==> config.mk <==
export PLATFORM = sky130hd
export DESIGN_NAME = qth_cordic_stage
export DESIGN_NICKNAME = d
export VERILOG_FILES = /design/src/sv/qth_pkg.sv /design/src/sv/qth_cordic_stage.sv
export SDC_FILE = /design/constraint.sdc
export NUM_CORES = 1
export LEC_CHECK = 0
export ABC_AREA = 1
export BUFFER_PORTS_ARGS = -buffer_cell sky130_fd_sc_hd__buf_2
export CORE_ASPECT_RATIO = 0.5
export CORE_MARGIN = 1
export CORE_UTILIZATION = 40
export DETAILED_ROUTE_END_ITERATION = 8
export HOLD_SLACK_MARGIN = 0.12
export PLACE_DENSITY = 0.63
export SLEW_MARGIN = 10
export SYNTH_ARGS = -nofsm -noshare
export SYNTH_HDL_FRONTEND = slang
export SYNTH_SLANG_ARGS = --single-unit
==> constraint.sdc <==
create_clock -name clk -period 7.95 [get_ports clk]
set_input_delay 0.3975 -clock clk [delete_from_list [all_inputs] [get_ports clk]]
set_output_delay 0.3975 -clock clk [all_outputs]
set_load 0.005 [all_outputs]
==> src/sv/qth_pkg.sv <==
// ----------------------------------------------------------------------------
// qth_pkg
// Shared widths, fixed-point constants, datapath types and the CORDIC arctan
// table for the quaternion heading pipeline.
// ----------------------------------------------------------------------------
package qth_pkg;

    localparam int QUAT_W           = 16;   // Q2.14 input components
    localparam int HEAD_W           = 17;   // Q4.13 heading
    localparam int REGION_W         = 2;
    localparam int PROD_W           = 2 * QUAT_W;          // exact Q28 products
    localparam int TEST_W           = PROD_W + 1;          // sum of two products
    localparam int VEC_W            = PROD_W + 4;          // CORDIC x/y with gain headroom
    localparam int ANG_W            = 33;                  // Q28 angle, doubled, rounded
    localparam int Q_FRAC           = 14;                  // Q14 -> Q28 alignment
    localparam int HEAD_SHIFT       = 15;                  // Q28 -> Q13
    localparam int ATAN_TABLE_LEN   = 24;
    localparam int CORDIC_STEPS_DEF = 16;

    localparam logic signed [TEST_W-1:0] TEST_LIMIT_Q28 = TEST_W'(133949292);
    localparam logic signed [VEC_W-1:0]  ONE_Q28        = VEC_W'(268435456);
    localparam logic signed [ANG_W-1:0]  HALF_PI_Q28    = ANG_W'(421657428);
    localparam logic signed [ANG_W-1:0]  ROUND_ADD      = ANG_W'(16384);

    typedef enum logic [REGION_W-1:0] {
        REGION_NORMAL = 2'd0,
        REGION_NORTH  = 2'd1,
        REGION_SOUTH  = 2'd2
    } region_t;

    // one CORDIC vectoring operand set as it travels down the pipeline
    typedef struct packed {
        logic signed [VEC_W-1:0] x;
        logic signed [VEC_W-1:0] y;
        logic signed [ANG_W-1:0] z;
        logic                    zero;
        region_t                 region;
    } cordic_t;

    // round(atan(2^-i) * 2^28)
    function automatic logic signed [ANG_W-1:0] atan_q28(input int idx);
        logic signed [ANG_W-1:0] val;
        case (idx)
            0:       val = ANG_W'(210828714);
            1:       val = ANG_W'(124459457);
            2:       val = ANG_W'(65760959);
            3:       val = ANG_W'(33381290);
            4:       val = ANG_W'(16755422);
            5:       val = ANG_W'(8385879);
            6:       val = ANG_W'(4193963);
            7:       val = ANG_W'(2097109);
            8:       val = ANG_W'(1048571);
            9:       val = ANG_W'(524287);
            10:      val = ANG_W'(262144);
            11:      val = ANG_W'(131072);
            12:      val = ANG_W'(65536);
            13:      val = ANG_W'(32768);
            14:      val = ANG_W'(16384);
            15:      val = ANG_W'(8192);
            16:      val = ANG_W'(4096);
            17:      val = ANG_W'(2048);
            18:      val = ANG_W'(1024);
            19:      val = ANG_W'(512);
            20:      val = ANG_W'(256);
            21:      val = ANG_W'(128);
            22:      val = ANG_W'(64);
            23:      val = ANG_W'(32);
            default: val = '0;
        endcase
        return val;
    endfunction

endpackage

==> src/sv/qth_cordic_stage.sv <==
// ----------------------------------------------------------------------------
// qth_cordic_stage
// One registered CORDIC vectoring micro-rotation with its own valid bit and
// valid/ready handshake, so a stall holds the stage without loss.
// ----------------------------------------------------------------------------
module qth_cordic_stage
    import qth_pkg::*;
#(
    parameter int STEP = 0
)
(
    input  logic    clk,
    input  logic    rst_n,
    input  logic    in_valid,
    output logic    in_ready,
    input  cordic_t in_data,
    output logic    out_valid,
    input  logic    out_ready,
    output cordic_t out_data
);

    logic                    valid_reg;
    cordic_t                 data_reg;
    cordic_t                 data_next;
    logic signed [VEC_W-1:0] dx;
    logic signed [VEC_W-1:0] dy;

    assign in_ready  = !valid_reg || out_ready;
    assign out_valid = valid_reg;
    assign out_data  = data_reg;

    always_comb
    begin
        dx        = in_data.y >>> STEP;
        dy        = in_data.x >>> STEP;
        data_next = in_data;
        // drive y toward zero
        if (!in_data.y[VEC_W-1])
        begin
            data_next.x = in_data.x + dx;
            data_next.y = in_data.y - dy;
            data_next.z = in_data.z + atan_q28(STEP);
        end
        else
        begin
            data_next.x = in_data.x - dx;
            data_next.y = in_data.y + dy;
            data_next.z = in_data.z - atan_q28(STEP);
        end
    end

    always_ff @(posedge clk or negedge rst_n)
    begin
        if (!rst_n)
        begin
            valid_reg <= 1'b0;
        end
        else if (in_ready)
        begin
            valid_reg <= in_valid;
        end
    end

    always_ff @(posedge clk)
    begin
        if (in_valid && in_ready)
        begin
            data_reg <= data_next;
        end
    end

endmodule

* Word level (Yosys, flattened, before mapping)
Index checks and enable logic that the tools add are counted.
** Word-level totals
- Bits in registers :: 109
- Bits of input ports :: 112
- Output and inout port bits :: 110
- Logic and storage cells :: 15
** Cells by class
- Add/subtract/negate cells :: 5
- Muxes and demuxes :: 1
- Reductions and logical operators :: 3
** Operator list (number)
- 105-bit 2-to-1 mux :: 1
- 36-bit subtractor :: 2
- 36-bit adder :: 1
- 33-bit by 29-bit adder with 33-bit output, second input constant :: 1
- 33-bit by 29-bit subtractor with 33-bit output, second input constant :: 1
- 1-bit logical AND :: 1
- 1-bit zero test :: 1
- 1-bit logical OR :: 1

* Depth between registers and ports, before layout
Gate-level depths: netlist of run 1.
- Depth after elaboration :: 3
- Depth in mapped cells :: 17
- Depth with buffers taken out :: 16

* Least setup slack after synthesis of run 1
No wires, ideal clock.
- Kind :: in2reg
- Start :: in in_valid
- End :: reg data_reg, in the netlist out_data[0] (enable)
- Library setup time :: 0.608 ns
- Arrival time :: 5.600 ns
- Data required time :: 7.342 ns
- Path slack :: 1.743 ns
- Stages on the path :: 2
- Buffers on the path :: 0
- Cells stage by stage :: inv_1 -> a21oi_1
** Between the ends
- Cells in the longest elaborated chain, start to end :: 1
** RTL lines
- start: declaration :: line qth_cordic_stage.sv:14 : input logic in_valid,
- 1-bit logical AND :: line qth_cordic_stage.sv:66 : if (in_valid && in_ready)
- end signal: assignment :: line qth_cordic_stage.sv:68 : data_reg <= data_next;
- end: declaration :: line qth_cordic_stage.sv:23 : cordic_t data_reg;
No other way between the ends.
A chain may end at the register's enable or synchronous reset.

==> key figures, run 1 <==
Critical path
  • Crit Path Class: input pin to flop
  • CP max stage delay: 0.46 ns
  • Most used cell, CP: nand2_1
  • CP Max Fanout: 18
  • Crit-path cells: buf_2, inv_2, ha_1, nand2_1, nor2_1, nand2_1, o21ai_0, nand3_1, nand2_1, xor2_1
  • Largest delay share family, worst path: buffers and inverters
  • Crit path required time: 8.08 ns
  • Crit path launch type: input pin
  • Flop2flop setup slack: 5.67 ns
  • Worst EP arrival: 2.57 ns
  • Worst Path Buf+Inv: 2
  • Slowest cell on crit path: o21ai_0
  • Setup crit start: in_data[71]
  • FF-to-FF path depth: 2
  • R2r startpoint: out_valid
  • CP Capture Type: flop
  • FF-to-FF End: out_data[65]

Detailed routing
  • Via-to-Cell Ratio: 5.180
  • Final wirelength: 44.46 mm
  • DR pass1 iterations: 6
  • Met3 WL: 3.251 mm
  • DRT iter0 DRCs: 1,410
  • Drt wl/cell: 16.64 µm
  • Met2 routed WL: 20.34 mm
  • DRC viols: 0
  • M1 wire length: 20.13 mm
  • Max layer used: met4
  • Antenna Nets Post-Route: 0
  • Via count: 13,840

Power and ir drop
  • Power Density: 142.0 nW/µm²
  • Total power: 2.113 mW
  • Psw: 859.6 µW
  • Static Leak: 7.791 nW
  • Fraction of power spent switching nets: 40.68%
  • P_int: 1.253 mW
  • Sequential power share: 34.4%
  • Worst IR drop on VDD: 112.2 µV
  • Clk network pwr share: 22.2%
  • Comb pwr share: 43.4%

Final layout
  • Share of layout cells above drive strength 1: 13.90%
  • Commonest non-fill, non-tap cell in the layout: nand2_1
  • Area growth syn-to-layout: 12.47%
  • Final Core Density: 46.33%
  • Commonest cells after routing, fill and taps aside: nand2_1, inv_1, buf_2
  • Final Non-Filler Cells: 2,671
  • Fin nets: 2,490

STA
  • Final Max Slew Viols: 0
  • Final setup vio count: 0
  • RSZ-0062 raised after global routing: false
  • FMAX: 409.3 MHz
  • Clk_skew: 0.01242 ns
  • Fin crit period: 2.443 ns
  • Final hold violations: 0
  • Fin Setup TNS: 0 ns
  • Final Cycle Share: 30.73%
  • Worst-margin pin slew: 0.8758 ns
  • Max_slew headroom: 41.61%

Outcome
  • Status: complete, no violations

Clock tree
  • Setup Buffers After CTS: 0
  • Clock buffer depth: 2
  • Clock Latency Late Sink: 0.39 ns
  • Sink Count: 108
  • Clock slew at reported path FFs: 0.07 ns
  • Root buffer selected by CTS: clkbuf_16
  • Post-CTS resize count: 0
  • CTS H-Tree Depth: 3
  • CTS tree: built
  • TritonCTS buffer count: 9

Synth
  • Adder-Cell Fraction of Synth Area: 13.75%
  • Synthesized area per cell: 6.460 µm²
  • Post-synth EDFFs: 107
  • Synth Warn #: 0
  • Netlist cell types: 43
  • FFs w/ async S/R, synth: 0.9259%
  • Compound-Gate Fraction of Synth Area: 13.37%
  • Simple-gate area share of the yosys netlist: 33.10%
  • Mapped Cells: 2,048
  • Post-synth top flop: edfxtp_1
  • Xor/xnor share of the synthesized area: 3.575%
  • Largest family of logic cells by synthesized area: simple AND/OR/NAND/NOR gates
  • Flops & latches, synth: 108
  • Cell Area, Synth: 13,230 µm²
  • Syn Nets: 2,303
  • Post-synthesis sequential area ratio: 24.48%
  • Mux cell area share after synthesis: 0%

Floorplan
  • Die width: 259.2 µm
  • Top-Level Pins: 222
  • Core region area: 32,120 µm²
  • Initial Util: 41.20%
  • Die Y: 130.6 µm
  • Die area: 33,850 µm²
  • Row count: 46

GRT
  • Vias in the first global route: 12,510
  • Initial antenna violation count: 1
  • GRT Overall Usage: 25.80%
  • Pin count of the biggest net entering global routing: 76
  • Global route overflow: 0
  • First-pass GRT wire length: 67.30 mm

Min path
  • Min-delay src: in_data[2]
  • Hold Path Depth: 1
  • Hold Path Class: input pin to flop
  • Hold Path End: out_data[2]

Run
  • Max-Cap Viols: 0

Place
  • Inst Count DP: 2,655
  • I/O Buffers: 221
  • GP Congestion: 0.9927
  • Hpwl dp: 37.10 mm
==> worst max path at each step <==
stage	cells past startpoint	end	slack, ns
after floorplan	2	out_data[0]	1.74
after global placement	9	out_data[32]	5.13
after global routing	10	out_data[25]	5.32
after CTS	9	out_data[32]	5.51
final	10	out_data[25]	5.51
after detailed placement	9	out_data[32]	5.09
==> power groups by stage <==
stage	Clock, mW	Combinational (mW)	Sequential [mW]
after global routing	0.499	1.01	0.733
after global placement	0	0.896	0.741
after CTS	0.487	0.905	0.729
final	0.469	0.916	0.728
after floorplan	0	0.598	0.753
after detailed placement	0	0.900	0.741
==> cells by family after synthesis <==
group	after synthesis
compound gates	324
xor+xnor	54
fa+ha+maj	143
buf+inv	376
flops	108
simple gates	1043
==> synthesized netlist by cell type, types with 6 or more instances <==
cell type,count,area [µm²]
nand2_2,15,93.84
buf_2,13,65.06
ha_1,139,1739
o22ai_1,10,62.56
inv_2,10,37.54
edfxtp_1,107,3213
o21ai_0,88,440.4
o21bai_1,18,135.1
o21ai_1,21,105.1
nor2_1,174,653.1
nor2_2,23,143.9
nand3_2,7,70.07
inv_1,316,1186
nor3_1,18,90.09
xnor2_1,8,70.07
nand2_1,607,2278
clkbuf_1,8,30.03
a21o_1,8,60.06
a21oi_1,158,790.8
buf_6,6,67.56
a21oi_2,6,52.55
nand3_1,170,850.8
nand4_1,12,75.07
xor2_1,46,402.9
buf_4,21,157.7
==> through the flow <==
stage / setup slack [ns] / hold slack [ns] / instance area (µm²)
2_1_floorplan: 1.743 / 0.1019 / 13230
3_3_place_gp: 5.131 / 0.1755 / 14590
3_5_place_dp: 5.093 / 0.1762 / 14590
4_1_cts: 5.508 / 0.1751 / 14880
5_1_grt: 5.318 / 0.1794 / 14880
6_report: 5.507 / 0.1912 / 14880
==> final cells by class <==
cell class	instances	area (µm²)
fill	3432	17240
multi-input combinational	1564	8452
sequential	108	3238
inverter	326	1224
timing repair buffer	226	1146
tap	432	540.5
clock buffer	9	225.2
clock inverter	5	52.55
antenna	1	2.502
==> routing by layer <==
layer / GRT usage (%) / up-vias
li1: - / 6947
met1: 33.99 / 6311
met2: 44.43 / 527
met3: 4.302 / 50
met4: 6.021 / 0
met5: 0 / -
==> sequential cells by signal (all words and copies together) (netlist names) <==
register,count
out_data,107
out_valid,1
==> timing repair <==
action                                  CTS  global route
endpoints found under the hold margin     1             0
hold buffers                              1             0
endpoints found under the setup margin    0             0
(Power assumes the default switching activity.)
==> run 2: changes to the inputs <==
ABC_AREA = 0   (was 1)
PLACE_DENSITY = 0.67   (was 0.63)
clock period = 2.1 ns   (was 7.95 ns; I/O delays follow)
==> run 2 against run 1 <==
Net effect: the flow now finishes with violations (setup timing); cell area increased by 21%; clock skew fell by 0.0019 ns; wire length decreased by 2.1%; global-route usage rose by 4.5 points; register-to-register slack lost 5.1 ns; power rose to 4.5 times the previous value; synthesized area decreased by 18%; non-clock buffer count up 456; combinational power grew to 5.2 times the previous value; first-iteration DRC count shrank 38%; critical endpoint is now out_data[66].
==> key figures, run 2 <==
Floorplan
  • Die area: 27,970 µm²
  • Row count: 42
  • Die width: 235.5 µm
  • Initial Util: 41.01%
  • Die Y: 118.8 µm
  • Core region area: 26,590 µm²
  • Top-Level Pins: 222

STA
  • Final setup vio count: 57
  • Setup slack after layout: -0.3794 ns
  • FMAX: 403.3 MHz
  • Final Cycle Share: 118.1%
  • Hold_ws: 0.1894 ns
  • Worst-margin pin slew: 0.8428 ns
  • Fin crit period: 2.479 ns
  • RSZ-0062 raised after global routing: true
  • Final hold violations: 0
  • Fin Setup TNS: -11.55 ns
  • Final Max Slew Viols: 0
  • Clk_skew: 0.01052 ns
  • Max_slew headroom: 43.81%

Synth
  • Flops & latches, synth: 108
  • Post-synth top flop: edfxtp_1
  • Top cell type's share of synthesized area: 29.46%
  • Synth area leader: edfxtp_1
  • Post-synth EDFFs: 107
  • Synthesized area per cell: 8.676 µm²
  • Top post-synthesis cells by area: edfxtp_1, ha_1, a21oi_1, xnor2_1, inv_1
  • Cell Area, Synth: 10,910 µm²
  • FFs w/ async S/R, synth: 0.9259%
  • Synth Warn #: 0
  • Most frequent cell after synthesis: a21oi_1
  • Mapped Cells: 1,257
  • Netlist cell types: 84
  • Syn Nets: 1,512
  • Synth top cells by count: a21oi_1, ha_1, inv_1
  • Post-synthesis sequential area ratio: 29.69%

Critical path
  • Crit-path cells: buf_8, clkinvlp_4, buf_6, fa_2, o21ba_4, nor2_4, a221o_1, o211ai_2, nand2_2, a21oi_2, nor2_2, buf_4, a31oi_4, mux2i_2, xnor2_1
  • Crit Path Class: input pin to flop
  • CP Max Fanout: 4
  • Crit path launch type: input pin
  • Crit path required time: 2.25 ns
  • CP max stage delay: 0.39 ns
  • Slowest cell on crit path: fa_2
  • R2r startpoint: out_valid
  • Largest delay share family, worst path: compound AO/OA/AOI/OAI gates
  • Worst Path Buf+Inv: 4
  • CP Capture Type: flop
  • Setup crit start: in_data[37]
  • Worst EP arrival: 2.63 ns

GRT
  • Initial antenna violation count: 0
  • Global route overflow: 0
  • Pin count of the biggest net entering global routing: 88
  • GRT Overall Usage: 30.26%
  • Vias in the first global route: 12,390
  • First-pass GRT wire length: 66.29 mm

Outcome
  • Status: finished, violations left
  • Failing checks: setup timing

Final layout
  • Flip-flop count of the largest register after layout: 107
  • Area growth syn-to-layout: 65.39%
  • Ant diodes: 0
  • Commonest non-fill, non-tap cell in the layout: buf_4
  • Register area: 3238 µm²
  • Layout fillers: 2,141
  • Multi-input gate area: 8633 µm²
  • Share of layout cells above drive strength 1: 50.13%
  • Fin nets: 2,159
  • Final instance area: 18,040 µm²
  • Commonest cells after routing, fill and taps aside: buf_4, buf_2, a21oi_1, edfxtp_1, inv_1

Detailed routing
  • DRT iter0 DRCs: 877
  • DR pass1 iterations: 5
  • Via-to-Cell Ratio: 5.479
  • DRC viols: 0
  • Drt wl/cell: 19.25 µm
  • Final wirelength: 43.53 mm
  • Via count: 12,390
  • Antenna Nets Post-Route: 0

Clock tree
  • Clock slew at reported path FFs: 0.08 ns
  • TritonCTS buffer count: 9
  • Root buffer selected by CTS: clkbuf_16
  • Clock buffer depth: 2
  • CTS H-Tree Depth: 3
  • CTS tree: built
  • Clock Latency Late Sink: 0.39 ns
  • Sink Count: 108

Power and ir drop
  • Total power: 9.489 mW
  • Worst IR drop on VDD: 497.7 µV
  • Static Leak: 8.196 nW
  • Power Density: 526.1 nW/µm²

Place
  • GP Congestion: 0.9767
  • Hpwl dp: 32.33 mm
  • DP Area: 15,690 µm²
  • I/O Buffers: 221

Min path
  • Min-delay src: in_data[34]
  • Hold Path Class: input pin to flop

Run
  • Max-Cap Viols: 0
[run 2: cell count changes after synthesis, moves of 29 or more]
| cell | before | now |
|---|---|---|
| inv_1 | 316 | 119 |
| nand3_1 | 170 | 24 |
| nand2_1 | 607 | 64 |
| a21o_1 | 8 | 37 |
| xnor2_1 | 8 | 71 |
| nor2_1 | 174 | 96 |
[run 2: logic make-up (layout without fill, tap and decap cells)]
family	Yosys count	after routing	share of synthesized area, %
DFF	108	108	29.69
adders and majority gates	143	143	16.68
muxes	18	18	1.664
AOI/OAI and AO/OA	420	420	24.66
buffers and inverters	172	824	6.218
and+or+nand+nor	301	301	13.46
xor gates and xnor gates	95	95	7.630
[run 2: path summary, 6_finish.rpt]
kind	end	slack, ns	cells past startpoint
setup / recovery	out_data[66]	-0.38	15
hold / removal	out_data[34]	0.19	3
setup reg to reg	out_data[87]	0.56	3
hold reg to reg	out_data[30]	1.06	3
max in group asynchronous	out_valid	1.42	3
min in group asynchronous	out_valid	0.57	3
[run 2: layout make-up]
type,count,area share [%]
clock buffers,10,1.270
clock inverters,6,0.4093
inverters,125,2.928
multi-input cells,977,47.87
flip-flops and latches,108,17.95
well taps,352,2.442
repair buffers,682,27.04
repair inverters,1,0.09018
[run 2: routing by layer]
metal,vias up,GRT usage [%],share of wire (%)
met5,-,0,0
li1,5828,-,-
met3,90,4.952,5.6
met2,430,50.55,47
met4,0,8.783,2.4
met1,6041,40.23,45
[run 2: repair_timing]
| item | in CTS | in global routing |
|---|---|---|
| pin swaps | 104 | 101 |
| hold buffers | 12 | 0 |
| setup endpoints to repair | 58 | 59 |
| hold endpoints to repair | 11 | 0 |
| gates resized for setup | 216 | 109 |
| setup buffers | 34 | 26 |
| cloned | 1 | 0 |
[run 2: worst min-delay path: stages]
cell and delay (ns):
buf_2 0.09, ha_1 0.16, xor2_1 0.07
[run 2: through the flow]
| stage | cells | worst slack (ns) | util, % |
|---|---|---|---|
| finish | 2261 | -0.3794 | 67.83 |
| global route | 2261 | -0.4563 | 67.83 |
| CTS | 2242 | -0.3440 | 65.55 |
| detailed placement | 2181 | -0.9908 | 58.99 |
| global placement | 2181 | -1.002 | 58.99 |
| floorplan | 1257 | -0.4621 | - |
[run 2: report_power, final]
part	switching, mW	internal, mW	total, mW
sequential	0.0749	2.75	2.82
combinational	2.43	2.32	4.75
clock	0.966	0.950	1.92
total	3.47	6.02	9.49
